<file path="src/rtl/mwspi_pkg.sv">
package mwspi_pkg;

    // field and storage widths
    localparam int NUM_WHEELS = 4;
    localparam int WHEEL_W    = 2;
    localparam int DATA_W     = 16;
    localparam int CFG_IDX_W  = 3;
    localparam int INTEG_W    = 24;
    localparam int QUO_W      = 15;

    // shared multiplier: wide signed operand times short signed operand, 4 bits a step
    localparam int OPA_W     = 40;
    localparam int OPB_W     = 18;
    localparam int DIG_W     = 4;
    localparam int MAG_W     = 20;
    localparam int MUL_STEPS = MAG_W / DIG_W;
    localparam int STEP_W    = $clog2(MUL_STEPS + 1);
    localparam int PROD_W    = 56;

    // divider step counter
    localparam int DIV_STEP_W = $clog2(QUO_W);

    // parameter defaults
    localparam int ROTATE_LIMIT_DEF = 300;
    localparam int OUTPUT_LIMIT_DEF = 16384;

    // register reset values
    localparam logic [15:0] RST_PROP_GAIN = 16'd25600;
    localparam logic [15:0] RST_INT_GAIN  = 16'd0;
    localparam logic [14:0] RST_INT_LIMIT = 15'd12000;
    localparam logic [15:0] RST_BASE      = 16'd256;
    localparam logic [15:0] RST_RPM       = 16'd256;
    localparam logic [14:0] RST_MAX_RPM   = 15'd8000;

    // wheel order
    localparam logic [WHEEL_W-1:0] WHL_FR = 2'd0;
    localparam logic [WHEEL_W-1:0] WHL_FL = 2'd1;
    localparam logic [WHEEL_W-1:0] WHL_BL = 2'd2;
    localparam logic [WHEEL_W-1:0] WHL_BR = 2'd3;

    typedef enum logic [CFG_IDX_W-1:0] {
        REG_PROP_GAIN   = 3'd0,
        REG_INT_GAIN    = 3'd1,
        REG_INT_LIMIT   = 3'd2,
        REG_ROT_BASE    = 3'd3,
        REG_ROT_XOFF    = 3'd4,
        REG_ROT_YOFF    = 3'd5,
        REG_RPM_RATIO   = 3'd6,
        REG_MAX_RPM     = 3'd7
    } t_cfg_idx;

    typedef enum logic [3:0] {
        S_IDLE, S_LEV, S_LEV_W, S_RPM, S_RPM_W, S_CHK,
        S_SCL, S_SCL_W, S_DIV, S_DIV_W,
        S_ERR, S_KI, S_KI_W, S_KP, S_KP_W, S_DONE
    } t_state;

    typedef struct packed {
        logic                    start;
        logic signed [OPA_W-1:0] a;
        logic signed [OPB_W-1:0] b;
    } t_mul_req;

    typedef struct packed {
        logic              start;
        logic [PROD_W-1:0] num;
        logic [OPA_W-1:0]  den;
    } t_div_req;

    typedef struct packed {
        logic busy;
        logic done;
    } t_unit_stat;

endpackage

</file>
<file path="src/rtl/mwspi_in_if.sv">
interface mwspi_in_if import mwspi_pkg::*; ();
    logic                     valid;
    logic                     ready;
    logic signed [DATA_W-1:0] drive_speed;
    logic signed [DATA_W-1:0] strafe_speed;
    logic signed [DATA_W-1:0] rotate_speed;
    logic signed [DATA_W-1:0] speed_front_right;
    logic signed [DATA_W-1:0] speed_front_left;
    logic signed [DATA_W-1:0] speed_back_left;
    logic signed [DATA_W-1:0] speed_back_right;

    modport source (
        output valid, drive_speed, strafe_speed, rotate_speed,
               speed_front_right, speed_front_left, speed_back_left, speed_back_right,
        input  ready
    );
    modport sink (
        input  valid, drive_speed, strafe_speed, rotate_speed,
               speed_front_right, speed_front_left, speed_back_left, speed_back_right,
        output ready
    );
endinterface

</file>
<file path="src/rtl/mwspi_out_if.sv">
interface mwspi_out_if import mwspi_pkg::*; ();
    logic                     valid;
    logic                     ready;
    logic signed [DATA_W-1:0] drive_front_right;
    logic signed [DATA_W-1:0] drive_front_left;
    logic signed [DATA_W-1:0] drive_back_left;
    logic signed [DATA_W-1:0] drive_back_right;
    logic                     targets_scaled;

    modport source (
        output valid, drive_front_right, drive_front_left, drive_back_left,
               drive_back_right, targets_scaled,
        input  ready
    );
    modport sink (
        input  valid, drive_front_right, drive_front_left, drive_back_left,
               drive_back_right, targets_scaled,
        output ready
    );
endinterface

</file>
<file path="src/rtl/mwspi_mul.sv">
module mwspi_mul import mwspi_pkg::*; (
    input  logic                     i_clk,
    input  logic                     i_rst_n,
    input  t_mul_req                 i_req,
    output t_unit_stat               o_stat,
    output logic signed [PROD_W-1:0] o_prod
);

    logic signed [OPA_W-1:0]       r_a;
    logic [MAG_W-1:0]              r_m;
    logic signed [PROD_W-1:0]      r_acc;
    logic [STEP_W-1:0]             r_cnt;
    logic                          r_busy;
    logic                          r_done;

    logic                          w_bneg;
    logic [OPB_W-1:0]              w_bmag;
    logic [DIG_W-1:0]              w_dig;
    logic signed [OPA_W+DIG_W:0]   w_pp;
    logic signed [PROD_W-1:0]      n_acc;

    // sign moves onto the wide operand, magnitude is consumed msb digit first
    assign w_bneg = i_req.b[OPB_W-1];
    assign w_bmag = w_bneg ? OPB_W'(-i_req.b) : OPB_W'(i_req.b);
    assign w_dig  = r_m[MAG_W-1 -: DIG_W];
    assign w_pp   = r_a * $signed({1'b0, w_dig});
    assign n_acc  = (r_acc <<< DIG_W) + PROD_W'(w_pp);

    // control
    always_ff @(posedge i_clk) begin
        if (!i_rst_n) begin
            r_busy <= 1'b0;
            r_done <= 1'b0;
            r_cnt  <= '0;
        end else begin
            r_done <= 1'b0;
            if (i_req.start) begin
                r_busy <= 1'b1;
                r_cnt  <= STEP_W'(MUL_STEPS);
            end else if (r_busy) begin
                r_cnt <= r_cnt - 1'b1;
                if (r_cnt == STEP_W'(1)) begin
                    r_busy <= 1'b0;
                    r_done <= 1'b1;
                end
            end
        end
    end

    // datapath
    always_ff @(posedge i_clk) begin
        if (i_req.start) begin
            r_a   <= w_bneg ? -i_req.a : i_req.a;
            r_m   <= {{(MAG_W-OPB_W){1'b0}}, w_bmag};
            r_acc <= '0;
        end else if (r_busy) begin
            r_acc <= n_acc;
            r_m   <= r_m << DIG_W;
        end
    end

    assign o_stat.busy = r_busy;
    assign o_stat.done = r_done;
    assign o_prod      = r_acc;

endmodule

</file>
<file path="src/rtl/mwspi_div.sv">
module mwspi_div import mwspi_pkg::*; (
    input  logic             i_clk,
    input  logic             i_rst_n,
    input  t_div_req         i_req,
    output t_unit_stat       o_stat,
    output logic [QUO_W-1:0] o_quo
);

    logic [PROD_W-1:0]     r_num;
    logic [OPA_W-1:0]      r_den;
    logic [QUO_W-1:0]      r_q;
    logic [DIV_STEP_W-1:0] r_k;
    logic                  r_busy;
    logic                  r_done;

    logic [PROD_W-1:0]     w_sh;
    logic                  w_ge;

    // restoring division, quotient known to fit, one bit a cycle msb first
    assign w_sh = PROD_W'(r_den) << r_k;
    assign w_ge = r_num >= w_sh;

    always_ff @(posedge i_clk) begin
        if (!i_rst_n) begin
            r_busy <= 1'b0;
            r_done <= 1'b0;
            r_k    <= '0;
        end else begin
            r_done <= 1'b0;
            if (i_req.start) begin
                r_busy <= 1'b1;
                r_k    <= DIV_STEP_W'(QUO_W - 1);
            end else if (r_busy) begin
                r_k <= r_k - 1'b1;
                if (r_k == '0) begin
                    r_busy <= 1'b0;
                    r_done <= 1'b1;
                end
            end
        end
    end

    always_ff @(posedge i_clk) begin
        if (i_req.start) begin
            r_num <= i_req.num;
            r_den <= i_req.den;
            r_q   <= '0;
        end else if (r_busy) begin
            if (w_ge) begin
                r_num <= r_num - w_sh;
            end
            r_q <= {r_q[QUO_W-2:0], w_ge};
        end
    end

    assign o_stat.busy = r_busy;
    assign o_stat.done = r_done;
    assign o_quo       = r_q;

endmodule

</file>
<file path="src/rtl/mecanum_wheel_speed_pi_control_top.sv">
// channel   dir  handshake      word
// i_in      in   valid/ready    chassis set points and four measured wheel speeds
// o_out     out  valid/ready    four saturated motor commands and scaled flag
// i_cfg_*   in   write enable   register index and 16 bit data, no read-back
//
// one word is worked at a time by a small sequencer around one shared 4-bit-digit
// multiplier and a 15-step restoring divider
// the result waits in an output register, the next word is taken meanwhile
// a full output register holds the sequencer in its last state, input stays not ready
// synchronous active-low reset clears configuration registers, integrators and the output valid flag
module mecanum_wheel_speed_pi_control_top import mwspi_pkg::*; #(
    parameter int ROTATE_LIMIT = ROTATE_LIMIT_DEF,
    parameter int OUTPUT_LIMIT = OUTPUT_LIMIT_DEF
) (
    input  logic                 i_clk,
    input  logic                 i_rst_n,
    mwspi_in_if.sink             i_in,
    mwspi_out_if.source          o_out,
    input  logic                 i_cfg_we,
    input  logic [CFG_IDX_W-1:0] i_cfg_idx,
    input  logic [15:0]          i_cfg_data
);

    localparam logic signed [DATA_W:0]   ROT_LIM   = (DATA_W+1)'(ROTATE_LIMIT);
    localparam logic signed [PROD_W-1:0] OUT_LIM   = PROD_W'(OUTPUT_LIMIT);
    localparam logic signed [DATA_W-1:0] OUT_LIM16 = DATA_W'(OUTPUT_LIMIT);

    // configuration registers
    logic [15:0]        r_kp, r_ki, r_base, r_rpm;
    logic [14:0]        r_ilim, r_lim;
    logic signed [15:0] r_xoff, r_yoff;

    // captured word
    logic signed [DATA_W-1:0] r_d, r_s, r_r;
    logic signed [DATA_W-1:0] r_meas [NUM_WHEELS];

    // working state
    t_state                  r_state, n_state;
    logic [WHEEL_W-1:0]      r_wheel;
    logic signed [OPA_W-1:0] r_v;
    logic signed [OPA_W-1:0] r_tgt [NUM_WHEELS];
    logic [OPA_W-1:0]        r_peak;
    logic                    r_scaled;
    logic [PROD_W-1:0]       r_num;
    logic                    r_tneg;
    logic signed [OPA_W-1:0] r_err;
    logic signed [INTEG_W-1:0] r_integ [NUM_WHEELS];
    logic signed [DATA_W-1:0]  r_drv [NUM_WHEELS];

    // output register
    logic                     r_oval;
    logic signed [DATA_W-1:0] r_odrv [NUM_WHEELS];
    logic                     r_oscl;

    // shared units
    t_mul_req                 w_mreq;
    t_unit_stat               w_mstat;
    logic signed [PROD_W-1:0] w_prod;
    t_div_req                 w_dreq;
    t_unit_stat               w_dstat;
    logic [QUO_W-1:0]         w_quo;

    mwspi_mul u_mul (
        .i_clk   (i_clk),
        .i_rst_n (i_rst_n),
        .i_req   (w_mreq),
        .o_stat  (w_mstat),
        .o_prod  (w_prod)
    );

    mwspi_div u_div (
        .i_clk   (i_clk),
        .i_rst_n (i_rst_n),
        .i_req   (w_dreq),
        .o_stat  (w_dstat),
        .o_quo   (w_quo)
    );

    logic w_accept, w_last, w_over, w_load;
    assign w_accept = i_in.valid && i_in.ready;
    assign w_last   = r_wheel == WHEEL_W'(NUM_WHEELS - 1);
    assign w_over   = r_peak > {{(OPA_W-15){1'b0}}, r_lim};
    assign w_load   = !r_oval || o_out.ready;

    // rotation clamp on capture
    logic signed [DATA_W:0]   w_rot_x;
    logic signed [DATA_W-1:0] w_rot;
    always_comb begin
        w_rot_x = {i_in.rotate_speed[DATA_W-1], i_in.rotate_speed};
        if (w_rot_x > ROT_LIM) begin
            w_rot = DATA_W'(ROT_LIM);
        end else if (w_rot_x < -ROT_LIM) begin
            w_rot = DATA_W'(-ROT_LIM);
        end else begin
            w_rot = i_in.rotate_speed;
        end
    end

    // lever ratio and linear term of the current wheel
    logic signed [OPB_W-1:0] w_b18, w_x18, w_y18, w_lever;
    logic signed [OPB_W-1:0] w_d18, w_s18, w_lin;
    logic signed [OPA_W-1:0] w_lin_q;
    always_comb begin
        w_b18 = $signed({2'b00, r_base});
        w_x18 = OPB_W'(r_xoff);
        w_y18 = OPB_W'(r_yoff);
        w_d18 = OPB_W'(r_d);
        w_s18 = OPB_W'(r_s);
        case (r_wheel)
            WHL_FR: begin
                w_lever = w_b18 - w_x18 + w_y18;
                w_lin   = w_s18 - w_d18;
            end
            WHL_FL: begin
                w_lever = w_b18 - w_x18 - w_y18;
                w_lin   = w_s18 + w_d18;
            end
            WHL_BL: begin
                w_lever = w_b18 + w_x18 - w_y18;
                w_lin   = w_d18 - w_s18;
            end
            default: begin
                w_lever = w_b18 + w_x18 + w_y18;
                w_lin   = -w_s18 - w_d18;
            end
        endcase
    end
    assign w_lin_q = OPA_W'(w_lin) <<< 8;

    // target: product over 65536, toward zero
    logic signed [PROD_W-1:0] w_t_rnd, w_t_sh;
    logic signed [OPA_W-1:0]  w_tgt;
    logic [OPA_W-1:0]         w_tabs;
    assign w_t_rnd = w_prod + $signed({{(PROD_W-16){1'b0}}, {16{w_prod[PROD_W-1]}}});
    assign w_t_sh  = w_t_rnd >>> 16;
    assign w_tgt   = $signed(w_t_sh[OPA_W-1:0]);
    assign w_tabs  = w_tgt[OPA_W-1] ? OPA_W'(-w_tgt) : OPA_W'(w_tgt);

    // magnitude of the scaling product and the signed quotient
    logic [PROD_W-1:0]       w_pabs;
    logic signed [OPA_W-1:0] w_qs;
    assign w_pabs = w_prod[PROD_W-1] ? PROD_W'(-w_prod) : PROD_W'(w_prod);
    assign w_qs   = r_tneg ? -$signed({{(OPA_W-QUO_W){1'b0}}, w_quo})
                           :  $signed({{(OPA_W-QUO_W){1'b0}}, w_quo});

    // integrator update and clamp
    logic signed [PROD_W-1:0] w_ilim, w_iacc, w_icl;
    assign w_ilim = $signed({{(PROD_W-23){1'b0}}, r_ilim, 8'b0});
    assign w_iacc = PROD_W'(r_integ[r_wheel]) + w_prod;
    always_comb begin
        if (w_iacc > w_ilim) begin
            w_icl = w_ilim;
        end else if (w_iacc < -w_ilim) begin
            w_icl = -w_ilim;
        end else begin
            w_icl = w_iacc;
        end
    end

    // motor command: sum over 256 toward zero, then saturate
    logic signed [PROD_W-1:0] w_o_sum, w_o_rnd, w_o_q, w_o_cl;
    assign w_o_sum = w_prod + PROD_W'(r_integ[r_wheel]);
    assign w_o_rnd = w_o_sum + $signed({{(PROD_W-8){1'b0}}, {8{w_o_sum[PROD_W-1]}}});
    assign w_o_q   = w_o_rnd >>> 8;
    always_comb begin
        if (w_o_q > OUT_LIM) begin
            w_o_cl = OUT_LIM;
        end else if (w_o_q < -OUT_LIM) begin
            w_o_cl = -OUT_LIM;
        end else begin
            w_o_cl = w_o_q;
        end
    end

    // sequencer next state
    always_comb begin
        n_state = r_state;
        case (r_state)
            S_IDLE:  if (i_in.valid) n_state = S_LEV;
            S_LEV:   n_state = S_LEV_W;
            S_LEV_W: if (w_mstat.done) n_state = S_RPM;
            S_RPM:   n_state = S_RPM_W;
            S_RPM_W: if (w_mstat.done) n_state = w_last ? S_CHK : S_LEV;
            S_CHK:   n_state = w_over ? S_SCL : S_ERR;
            S_SCL:   n_state = S_SCL_W;
            S_SCL_W: if (w_mstat.done) n_state = S_DIV;
            S_DIV:   n_state = S_DIV_W;
            S_DIV_W: if (w_dstat.done) n_state = w_last ? S_ERR : S_SCL;
            S_ERR:   n_state = S_KI;
            S_KI:    n_state = S_KI_W;
            S_KI_W:  if (w_mstat.done) n_state = S_KP;
            S_KP:    n_state = S_KP_W;
            S_KP_W:  if (w_mstat.done) n_state = w_last ? S_DONE : S_ERR;
            S_DONE:  if (w_load) n_state = S_IDLE;
            default: n_state = S_IDLE;
        endcase
    end

    // sequencer outputs: unit requests and input ready
    always_comb begin
        w_mreq       = '0;
        w_dreq.start = 1'b0;
        w_dreq.num   = r_num;
        w_dreq.den   = r_peak;
        case (r_state)
            S_LEV: begin
                w_mreq.start = 1'b1;
                w_mreq.a     = OPA_W'(r_r);
                w_mreq.b     = w_lever;
            end
            S_RPM: begin
                w_mreq.start = 1'b1;
                w_mreq.a     = r_v;
                w_mreq.b     = $signed({2'b00, r_rpm});
            end
            S_SCL: begin
                w_mreq.start = 1'b1;
                w_mreq.a     = r_tgt[r_wheel];
                w_mreq.b     = $signed({3'b000, r_lim});
            end
            S_DIV: begin
                w_dreq.start = 1'b1;
            end
            S_KI: begin
                w_mreq.start = 1'b1;
                w_mreq.a     = r_err;
                w_mreq.b     = $signed({2'b00, r_ki});
            end
            S_KP: begin
                w_mreq.start = 1'b1;
                w_mreq.a     = r_err;
                w_mreq.b     = $signed({2'b00, r_kp});
            end
            default: begin
                w_mreq = '0;
            end
        endcase
    end
    assign i_in.ready = r_state == S_IDLE;

    // state and control registers
    always_ff @(posedge i_clk) begin
        if (!i_rst_n) begin
            r_state <= S_IDLE;
            r_wheel <= '0;
            r_oval  <= 1'b0;
            for (int i = 0; i < NUM_WHEELS; i++) begin
                r_integ[i] <= '0;
            end
        end else begin
            r_state <= n_state;
            if ((r_state == S_RPM_W && w_mstat.done) || (r_state == S_DIV_W && w_dstat.done)
                || (r_state == S_KP_W && w_mstat.done)) begin
                r_wheel <= r_wheel + 1'b1;
            end
            if (r_state == S_KI_W && w_mstat.done) begin
                r_integ[r_wheel] <= w_icl[INTEG_W-1:0];
            end
            if (r_state == S_DONE && w_load) begin
                r_oval <= 1'b1;
            end else if (o_out.ready) begin
                r_oval <= 1'b0;
            end
        end
    end

    // configuration writes
    always_ff @(posedge i_clk) begin
        if (!i_rst_n) begin
            r_kp   <= RST_PROP_GAIN;
            r_ki   <= RST_INT_GAIN;
            r_ilim <= RST_INT_LIMIT;
            r_base <= RST_BASE;
            r_xoff <= '0;
            r_yoff <= '0;
            r_rpm  <= RST_RPM;
            r_lim  <= RST_MAX_RPM;
        end else if (i_cfg_we) begin
            case (t_cfg_idx'(i_cfg_idx))
                REG_PROP_GAIN: r_kp   <= i_cfg_data;
                REG_INT_GAIN:  r_ki   <= i_cfg_data;
                REG_INT_LIMIT: r_ilim <= i_cfg_data[14:0];
                REG_ROT_BASE:  r_base <= i_cfg_data;
                REG_ROT_XOFF:  r_xoff <= $signed(i_cfg_data);
                REG_ROT_YOFF:  r_yoff <= $signed(i_cfg_data);
                REG_RPM_RATIO: r_rpm  <= i_cfg_data;
                REG_MAX_RPM:   r_lim  <= i_cfg_data[14:0];
                default: ;
            endcase
        end
    end

    // datapath registers
    always_ff @(posedge i_clk) begin
        if (w_accept) begin
            r_d       <= i_in.drive_speed;
            r_s       <= i_in.strafe_speed;
            r_r       <= w_rot;
            r_meas[0] <= i_in.speed_front_right;
            r_meas[1] <= i_in.speed_front_left;
            r_meas[2] <= i_in.speed_back_left;
            r_meas[3] <= i_in.speed_back_right;
            r_peak    <= '0;
            r_scaled  <= 1'b0;
        end
        if (r_state == S_LEV_W && w_mstat.done) begin
            r_v <= w_lin_q + $signed(w_prod[OPA_W-1:0]);
        end
        if (r_state == S_RPM_W && w_mstat.done) begin
            r_tgt[r_wheel] <= w_tgt;
            if (w_tabs > r_peak) begin
                r_peak <= w_tabs;
            end
        end
        if (r_state == S_CHK) begin
            r_scaled <= w_over;
        end
        if (r_state == S_SCL_W && w_mstat.done) begin
            r_num  <= w_pabs;
            r_tneg <= r_tgt[r_wheel][OPA_W-1];
        end
        if (r_state == S_DIV_W && w_dstat.done) begin
            r_tgt[r_wheel] <= w_qs;
        end
        if (r_state == S_ERR) begin
            r_err <= r_tgt[r_wheel] - OPA_W'(r_meas[r_wheel]);
        end
        if (r_state == S_KP_W && w_mstat.done) begin
            r_drv[r_wheel] <= w_o_cl[DATA_W-1:0];
        end
        if (r_state == S_DONE && w_load) begin
            for (int i = 0; i < NUM_WHEELS; i++) begin
                r_odrv[i] <= r_drv[i];
            end
            r_oscl <= r_scaled;
        end
    end

    // result port
    assign o_out.valid             = r_oval;
    assign o_out.drive_front_right = r_odrv[0];
    assign o_out.drive_front_left  = r_odrv[1];
    assign o_out.drive_back_left   = r_odrv[2];
    assign o_out.drive_back_right  = r_odrv[3];
    assign o_out.targets_scaled    = r_oscl;

`ifndef SYNTHESIS
    // a product only completes while the sequencer waits for it
    a_mul_done_waited: assert property (@(posedge i_clk) disable iff (!i_rst_n)
        w_mstat.done |-> (r_state == S_LEV_W || r_state == S_RPM_W || r_state == S_SCL_W
                          || r_state == S_KI_W || r_state == S_KP_W))
        else $error("multiplier result arrived outside a wait state");

    // an accepted word starts the mixing pass on the first wheel
    a_accept_starts: assert property (@(posedge i_clk) disable iff (!i_rst_n)
        w_accept |=> (r_state == S_LEV && r_wheel == WHL_FR))
        else $error("accepted word did not start the sequence");

    // front-right and back-right commands stay within the saturation limit
    a_out_sat: assert property (@(posedge i_clk) disable iff (!i_rst_n)
        o_out.valid |-> (o_out.drive_front_right <= OUT_LIM16
                         && o_out.drive_front_right >= -OUT_LIM16
                         && o_out.drive_back_right <= OUT_LIM16
                         && o_out.drive_back_right >= -OUT_LIM16))
        else $error("motor command beyond saturation limit");
`endif

endmodule

</file>
<file path="src/flat_wrapper.sv">
// flat-port wrapper written by rule: the top's interface ports become plain ports
module mecanum_wheel_speed_pi_control_top_flat import mwspi_pkg::*;
#(
    parameter int ROTATE_LIMIT = ROTATE_LIMIT_DEF,
    parameter int OUTPUT_LIMIT = OUTPUT_LIMIT_DEF
)
  (i_clk, i_rst_n, i_cfg_we, i_cfg_idx, i_cfg_data, i_in_valid, i_in_drive_speed, i_in_strafe_speed, i_in_rotate_speed, i_in_speed_front_right, i_in_speed_front_left, i_in_speed_back_left, i_in_speed_back_right, i_in_ready, o_out_valid, o_out_drive_front_right, o_out_drive_front_left, o_out_drive_back_left, o_out_drive_back_right, o_out_targets_scaled, o_out_ready);
  mwspi_in_if i_in_i ();
  mwspi_out_if o_out_i ();
  input  logic i_clk;
  input  logic i_rst_n;
  input  logic i_cfg_we;
  input  logic [CFG_IDX_W-1:0] i_cfg_idx;
  input  logic [15:0] i_cfg_data;
  input wire logic [$bits(i_in_i.valid)-1:0] i_in_valid;
  input wire logic [$bits(i_in_i.drive_speed)-1:0] i_in_drive_speed;
  input wire logic [$bits(i_in_i.strafe_speed)-1:0] i_in_strafe_speed;
  input wire logic [$bits(i_in_i.rotate_speed)-1:0] i_in_rotate_speed;
  input wire logic [$bits(i_in_i.speed_front_right)-1:0] i_in_speed_front_right;
  input wire logic [$bits(i_in_i.speed_front_left)-1:0] i_in_speed_front_left;
  input wire logic [$bits(i_in_i.speed_back_left)-1:0] i_in_speed_back_left;
  input wire logic [$bits(i_in_i.speed_back_right)-1:0] i_in_speed_back_right;
  output wire logic [$bits(i_in_i.ready)-1:0] i_in_ready;
  output wire logic [$bits(o_out_i.valid)-1:0] o_out_valid;
  output wire logic [$bits(o_out_i.drive_front_right)-1:0] o_out_drive_front_right;
  output wire logic [$bits(o_out_i.drive_front_left)-1:0] o_out_drive_front_left;
  output wire logic [$bits(o_out_i.drive_back_left)-1:0] o_out_drive_back_left;
  output wire logic [$bits(o_out_i.drive_back_right)-1:0] o_out_drive_back_right;
  output wire logic [$bits(o_out_i.targets_scaled)-1:0] o_out_targets_scaled;
  input wire logic [$bits(o_out_i.ready)-1:0] o_out_ready;
  assign i_in_i.valid = i_in_valid;
  assign i_in_i.drive_speed = i_in_drive_speed;
  assign i_in_i.strafe_speed = i_in_strafe_speed;
  assign i_in_i.rotate_speed = i_in_rotate_speed;
  assign i_in_i.speed_front_right = i_in_speed_front_right;
  assign i_in_i.speed_front_left = i_in_speed_front_left;
  assign i_in_i.speed_back_left = i_in_speed_back_left;
  assign i_in_i.speed_back_right = i_in_speed_back_right;
  assign i_in_ready = i_in_i.ready;
  assign o_out_valid = o_out_i.valid;
  assign o_out_drive_front_right = o_out_i.drive_front_right;
  assign o_out_drive_front_left = o_out_i.drive_front_left;
  assign o_out_drive_back_left = o_out_i.drive_back_left;
  assign o_out_drive_back_right = o_out_i.drive_back_right;
  assign o_out_targets_scaled = o_out_i.targets_scaled;
  assign o_out_i.ready = o_out_ready;
  mecanum_wheel_speed_pi_control_top #(.ROTATE_LIMIT(ROTATE_LIMIT), .OUTPUT_LIMIT(OUTPUT_LIMIT)) u_core (.i_clk(i_clk), .i_rst_n(i_rst_n), .i_in(i_in_i), .o_out(o_out_i), .i_cfg_we(i_cfg_we), .i_cfg_idx(i_cfg_idx), .i_cfg_data(i_cfg_data));
endmodule
</file>
<file path="config.mk">
export PLATFORM = sky130hd
export DESIGN_NAME = mecanum_wheel_speed_pi_control_top_flat
export DESIGN_NICKNAME = d
export VERILOG_FILES = /design/src/rtl/mwspi_pkg.sv /design/src/rtl/mwspi_in_if.sv /design/src/rtl/mwspi_out_if.sv /design/src/rtl/mwspi_mul.sv /design/src/rtl/mwspi_div.sv /design/src/rtl/mecanum_wheel_speed_pi_control_top.sv /design/src/flat_wrapper.sv
export SDC_FILE = /design/constraint.sdc
export NUM_CORES = 2
export LEC_CHECK = 0
export ABC_AREA = 0
export ABC_CLOCK_PERIOD_IN_PS = 22800
export BUFFER_PORTS_ARGS = -buffer_cell sky130_fd_sc_hd__buf_4
export CAP_MARGIN = 25
export CORE_ASPECT_RATIO = 1.75
export CORE_MARGIN = 2
export CORE_UTILIZATION = 35
export DETAILED_ROUTE_END_ITERATION = 6
export PLACE_DENSITY = 0.53
export SLEW_MARGIN = 20
export SYNTH_ARGS = -nofsm -noshare
export SYNTH_HDL_FRONTEND = slang
export SYNTH_SLANG_ARGS = --single-unit
</file>
<file path="constraint.sdc">
create_clock -name i_clk -period 22.8 [get_ports i_clk]
set_input_delay 4.56 -clock i_clk [delete_from_list [all_inputs] [get_ports i_clk]]
set_output_delay 4.56 -clock i_clk [all_outputs]
set_load 0.01 [all_outputs]
</file>
[After elaboration in Yosys (flattened, before gate mapping)]
Memories as Yosys holds them, arrays and structs flattened. A register that Yosys moved wholly into a read port is not among the register bits.
Index checks and enable logic that the tools add are counted.
Operators by class
  add/subtract/negate cells: 27
  equal/unequal tests: 34
  multiplexer cells: 75
  multipliers: 1
  reductions and logical operators: 37
  shifts and indexed selects: 1
  bitwise logic cells: 4
  magnitude comparators: 9
Operators by type and width (number)
  one-hot mux 59 bit (5 select lines): 1
  2-to-1 mux 40 bit: 7
  2-to-1 mux 56 bit: 3
  one-hot mux 18 bit (3 select lines): 2
  negation 40 bit: 2
  2-to-1 mux 24 bit: 3
  one-hot mux 4 bit (16 select lines): 1
  adder 24 x 56 -> 56 bit: 1
  adder 56 x 17 -> 56 bit: 1
  adder 56 x 45 -> 56 bit: 1
  adder 56 x 9 -> 56 bit: 1
  >= comparator 56 bit: 1
  > comparator 56 x 24 -> 1 bit: 1
  < comparator 56 bit: 1
  negation 23 -> 56 bit: 1
  negation 56 bit: 1
  << shifter 40 x 4 -> 56 bit: 1
  subtractor 56 bit: 1
  2-to-1 mux 55 bit: 1
  2-to-1 mux 18 bit: 3
  subtractor 18 x 16 -> 18 bit: 3
  > comparator 48 x 16 -> 1 bit (second input constant): 1
  < comparator 48 x 15 -> 1 bit (second input constant): 1
  2-to-1 mux 16 bit: 3
  47 further kinds: 146
Storage, ports and cells
  register bits after elaboration: 598
  output and inout port bits: 67
  memories kept: 5
  bits in writable memories: 448
  bits of input ports: 136
Memory list
  u_core.r_tgt: words 4, width 40, rd ports 1, clocked after Yosys merged registers in 1, write ports 1, line mecanum_wheel_speed_pi_control_top.sv:41  | logic signed [OPA_W-1:0] r_tgt [NUM_WHEELS];
  u_core.r_integ: words 4, width 24, rd ports 1, clocked after Yosys merged registers in 1, write ports 4, line mecanum_wheel_speed_pi_control_top.sv:47  | logic signed [INTEG_W-1:0] r_integ [NUM_WHEELS];
  u_core.r_drv: words 4, width 16, rd ports 4, clocked after Yosys merged registers in 0, write ports 1, line mecanum_wheel_speed_pi_control_top.sv:48  | logic signed [DATA_W-1:0] r_drv [NUM_WHEELS];
  u_core.r_meas: words 4, width 16, rd ports 1, clocked after Yosys merged registers in 1, write ports 4, line mecanum_wheel_speed_pi_control_top.sv:35  | logic signed [DATA_W-1:0] r_meas [NUM_WHEELS];
  u_core.r_odrv: words 4, width 16, rd ports 4, clocked after Yosys merged registers in 0, write ports 4, line mecanum_wheel_speed_pi_control_top.sv:52  | logic signed [DATA_W-1:0] r_odrv [NUM_WHEELS];

[Logic depth before layout (Yosys ltp)]
  word-level depth: 7
  depth in mapped cells: 37

[Modules after synthesis]
Synthesis repeated with hierarchy kept, for this count alone.
Second synthesis, totals
  cells, all modules: 7737
  area total of the unflattened synthesis: 74734.2 µm²
Modules (own cells, without submodules)
  mecanum_wheel_speed_pi_control_top: cells an instance 5106, sequential area each 22571.6 µm², times used 1, area an instance 51597.0 µm²
  mwspi_mul: cells an instance 1575, sequential area each 3002.9 µm², times used 1, area an instance 13710.6 µm²
  mwspi_div: cells an instance 1056, sequential area each 3303.2 µm², times used 1, area an instance 9426.5 µm²

[Least setup slack after synthesis]
OpenSTA, ideal clock, no wires.
  path kind: input to register
  start point: input o_out_ready
  end point: register u_core.r_oscl (netlist: u_core.o_out.targets_scaled), enable pin
  slack: 13.172 ns
  required time: 22.232 ns
  arrival time: 9.061 ns
  buffers on the path: 0
  library setup time: 0.568 ns
  stages on the path: 2
  path through: nor2b_1 > nor3_1
On the way
  longest elaborated chain between the ends: 2
Ends and longest elaborated chain
  start, declared: line flat_wrapper.sv:30  | input wire logic [$bits(o_out_i.ready)-1:0] o_out_ready;
  logical OR 1 bit: line mecanum_wheel_speed_pi_control_top.sv:83  | assign w_load = !r_oval || o_out.ready;
  logical AND 1 bit: line mecanum_wheel_speed_pi_control_top.sv:331  | if (r_state == S_DONE && w_load) begin
  end signal, assigned: line mecanum_wheel_speed_pi_control_top.sv:335  | r_oscl <= r_scaled;
  end, declared: line mecanum_wheel_speed_pi_control_top.sv:53  | logic r_oscl;
No other way between the ends.
A chain may end at the register's enable or synchronous reset.

==> reports/metrics.cfg <==
[run_status]
status = finished, violations left
violations = design-rule violations

[critical_path]
cp_max_fo = 30
end_kind = flip-flop
cp.required_ns = 23.23
crit_path_start_kind = flip-flop
crit_type = reg2reg
worstPathArrival_ns = 9.07
max_stage_delay_ns = 0.66
crit_buf_inv = 2
cpLargestDelayFamily = compound AO/OA/AOI/OAI gates
slowest_stage = buf_4

[sta]
fin_skew_ns = 0.04143
max_slew_margin = 0.2066
setup_tns_ns = 0
fmax_ghz = 0.1157
maxSlewViolCount = 0
hold_viol = 0
setup_viol = 0
fin_crit_ns = 8.640
period_share = 0.3789
rsz0062_at_grt = no
timing_worst_slew_pin_value_ns = 1.182

[detailed_routing]
ant_nets = 0
drc = 3
vias = 56960
drt_iter0_drc = 4056
drt-vias-per-instance = 5.596
drt-pass1-iter-count = 7
wl_per_cell_um = 25.44
wl_um = 258900

[logic_synthesis]
synth-seq-cells = 1048
yosys.area.top_type = edfxtp_1
yosysWarnings = 0
async_reset_ff_frac = 0
yosysSeqAreaShare = 0.3967
ys.flop_type = edfxtp_1
avgSynthCellArea_um2 = 10.00
synth_edf_count = 789
yosys.cell_types.count = 107
synth_cells = 7279
synth_nets = 8158
ys_top_cells_by_area = edfxtp_1, ha_1, dfxtp_1
synth_top_area_frac = 0.3255
syn_area_mm2 = 0.07280

[clock_tree]
path_clk_slew_ns = 0.07
h-tree-depth = 3
cts_buffers = 103
post_cts_buffers = 0
clock-root-buffer = clkbuf_16
clk_latency_ns = 0.73
holdBufCountCts = 0
cts.repair.resized = 0
cts_tree = yes
numClockSinks = 1048
ctsLongestPathBuffers = 3

[final_layout]
drive_above_1_share = 0.1092
num-nets-final = 8282
stdcell_count = 10180
areaGrowthSynthToFinish_pct = 11.68
fillerInstances = 20280

[pwr]
p_seq_frac = 0.255
p_clk_frac = 0.183
p_sw_w = 0.004434
cellPowerDensity_mw_per_mm2 = 122.9
cellInternalPower_w = 0.005558
power.leakage_nw = 31.81
p_comb_frac = 0.562
swShare = 0.4438
ir_worst_vdd_v = 0.00007703

[floorplan]
design.die.area_mm2 = 0.2118
die_h_um = 607.3
io_pins = 203
num_rows = 221
die_w_um = 348.8
initial_core_util = 0.3520
coreArea_mm2 = 0.2068

[grt]
antenna_found_initial = 6
track_usage = 0.2398
grt_pass1_wl_um = 378500
grt_overflow = 0
grt_max_degree = 90
grt_pass1_vias = 58590

[place]
gp_congestion = 0.9839
io_buffers = 202
place_inst = 9972
hpwl_um = 199500

[job]
drv_cap = 0

[min_path]
hold_path_class = reg2reg

final timing paths:
check                       from                    end  slack [ns]  cells past startpoint
max                    flip-flop  u_core.r_integ[2][10]       14.16                     29
min          u_core.r_drv[0][12]   u_core.r_odrv[0][12]        0.42                      0
max reg2reg            flip-flop  u_core.r_integ[2][10]       14.16                     29
min reg2reg  u_core.r_drv[0][12]   u_core.r_odrv[0][12]        0.42                      0
cell usage in the layout, fill, tap and decap left out, drive strengths merged, types with 172 or more instances in the layout:
master / count
o21ai: 340
ha: 588
nor3: 172
nand2: 704
and2: 186
dfxtp: 259
inv: 356
xnor2: 370
buf: 359
a21oi: 572
nor2: 538
edfxtp: 789
metrics by stage:
step / worst slack (ns) / instance area (um2) / utilization / hold WS, ns / power (W)
final: 14.16 / 81300 / 0.3931 / 0.4195 / 0.009992
after global routing: 13.62 / 81290 / 0.3930 / 0.4318 / 0.01067
after CTS: 14.15 / 81250 / 0.3928 / 0.4203 / 0.01003
after detailed placement: 14.21 / 77690 / 0.3756 / 0.4045 / 0.008170
after global placement: 14.16 / 77620 / 0.3753 / 0.4042 / 0.008106
after floorplan: 13.17 / 72800 / - / 0.4003 / 0.006448
flip-flops by register name, indices dropped and copies added (netlist names), 20 cells and up, named ones only:
signal and flops:
u_core.r_drv 64, u_core.r_meas 64, u_core.r_peak 40, u_core.r_num 56
u_core.u_mul.o_prod 56, u_core.r_integ 96, u_core.r_err 40, u_core.u_div.r_num 56
u_core.u_mul.r_a 40, u_core.u_mul.r_m 20, u_core.r_odrv 64, u_core.r_tgt 160
u_core.r_v 40, u_core.u_div.r_den 40
synthesized netlist by cell type, types with 98 or more instances:
cell        n
xnor2_1   367
nand3_1   143
dfxtp_1   259
nor2_1    538
nor3_1    169
nor2b_1    98
a21oi_1   560
and2_1    185
xor2_1    140
ha_1      588
o21ai_0   320
mux2i_1   121
nand2_1   704
inv_1     347
clkbuf_1  273
edfxtp_1  789
a21o_1    158
fa_1      155
mux4_2    108
power by group through the flow:
stage | clock network (W) | logic (W) | registers [W]
global route | 0.00192 | 0.00618 | 0.00257
detailed placement | 0 | 0.00558 | 0.00259
global placement | 0 | 0.00552 | 0.00259
CTS | 0.00186 | 0.00562 | 0.00255
finish | 0.00183 | 0.00562 | 0.00255
floorplan | 0 | 0.00391 | 0.00253
area by class of cell:
class,count,area (um2),area share
multi-input combinational,5536,41410,0.5094
sequential,1048,28900,0.3554
antenna,9,22.52,0.0002770
clock buffer,136,2877,0.03538
inverter,354,1339,0.01647
clock inverter,59,675.6,0.008311
tap,2676,3348,0.04118
timing repair buffer,360,2726,0.03353
routing by layer:
metal  vias up  share of wire  track usage  routed length, um
met5         -              0            0                  0
met4         0          0.085       0.1799              21900
met2      1535           0.53       0.4483             137300
met1     28110           0.35       0.2419              89720
li1      26740              -            -                  -
met3       577          0.039      0.02636               9980
logic make-up (layout without fill, tap and decap cells):
| family | after synthesis | count (layout) | share of synthesized area |
|---|---|---|---|
| compound gates | 1698 | 1698 | 0.1504 |
| simple gates | 2304 | 2304 | 0.1528 |
| xor+xnor | 510 | 510 | 0.06167 |
| mux | 280 | 280 | 0.05794 |
| buf+inv | 695 | 909 | 0.03666 |
| flops | 1048 | 1048 | 0.3967 |
| other cells | 0 | 9 | 0 |
| fa+ha+maj | 744 | 744 | 0.1438 |
No activity file was read; power rests on OpenSTA's default activity.
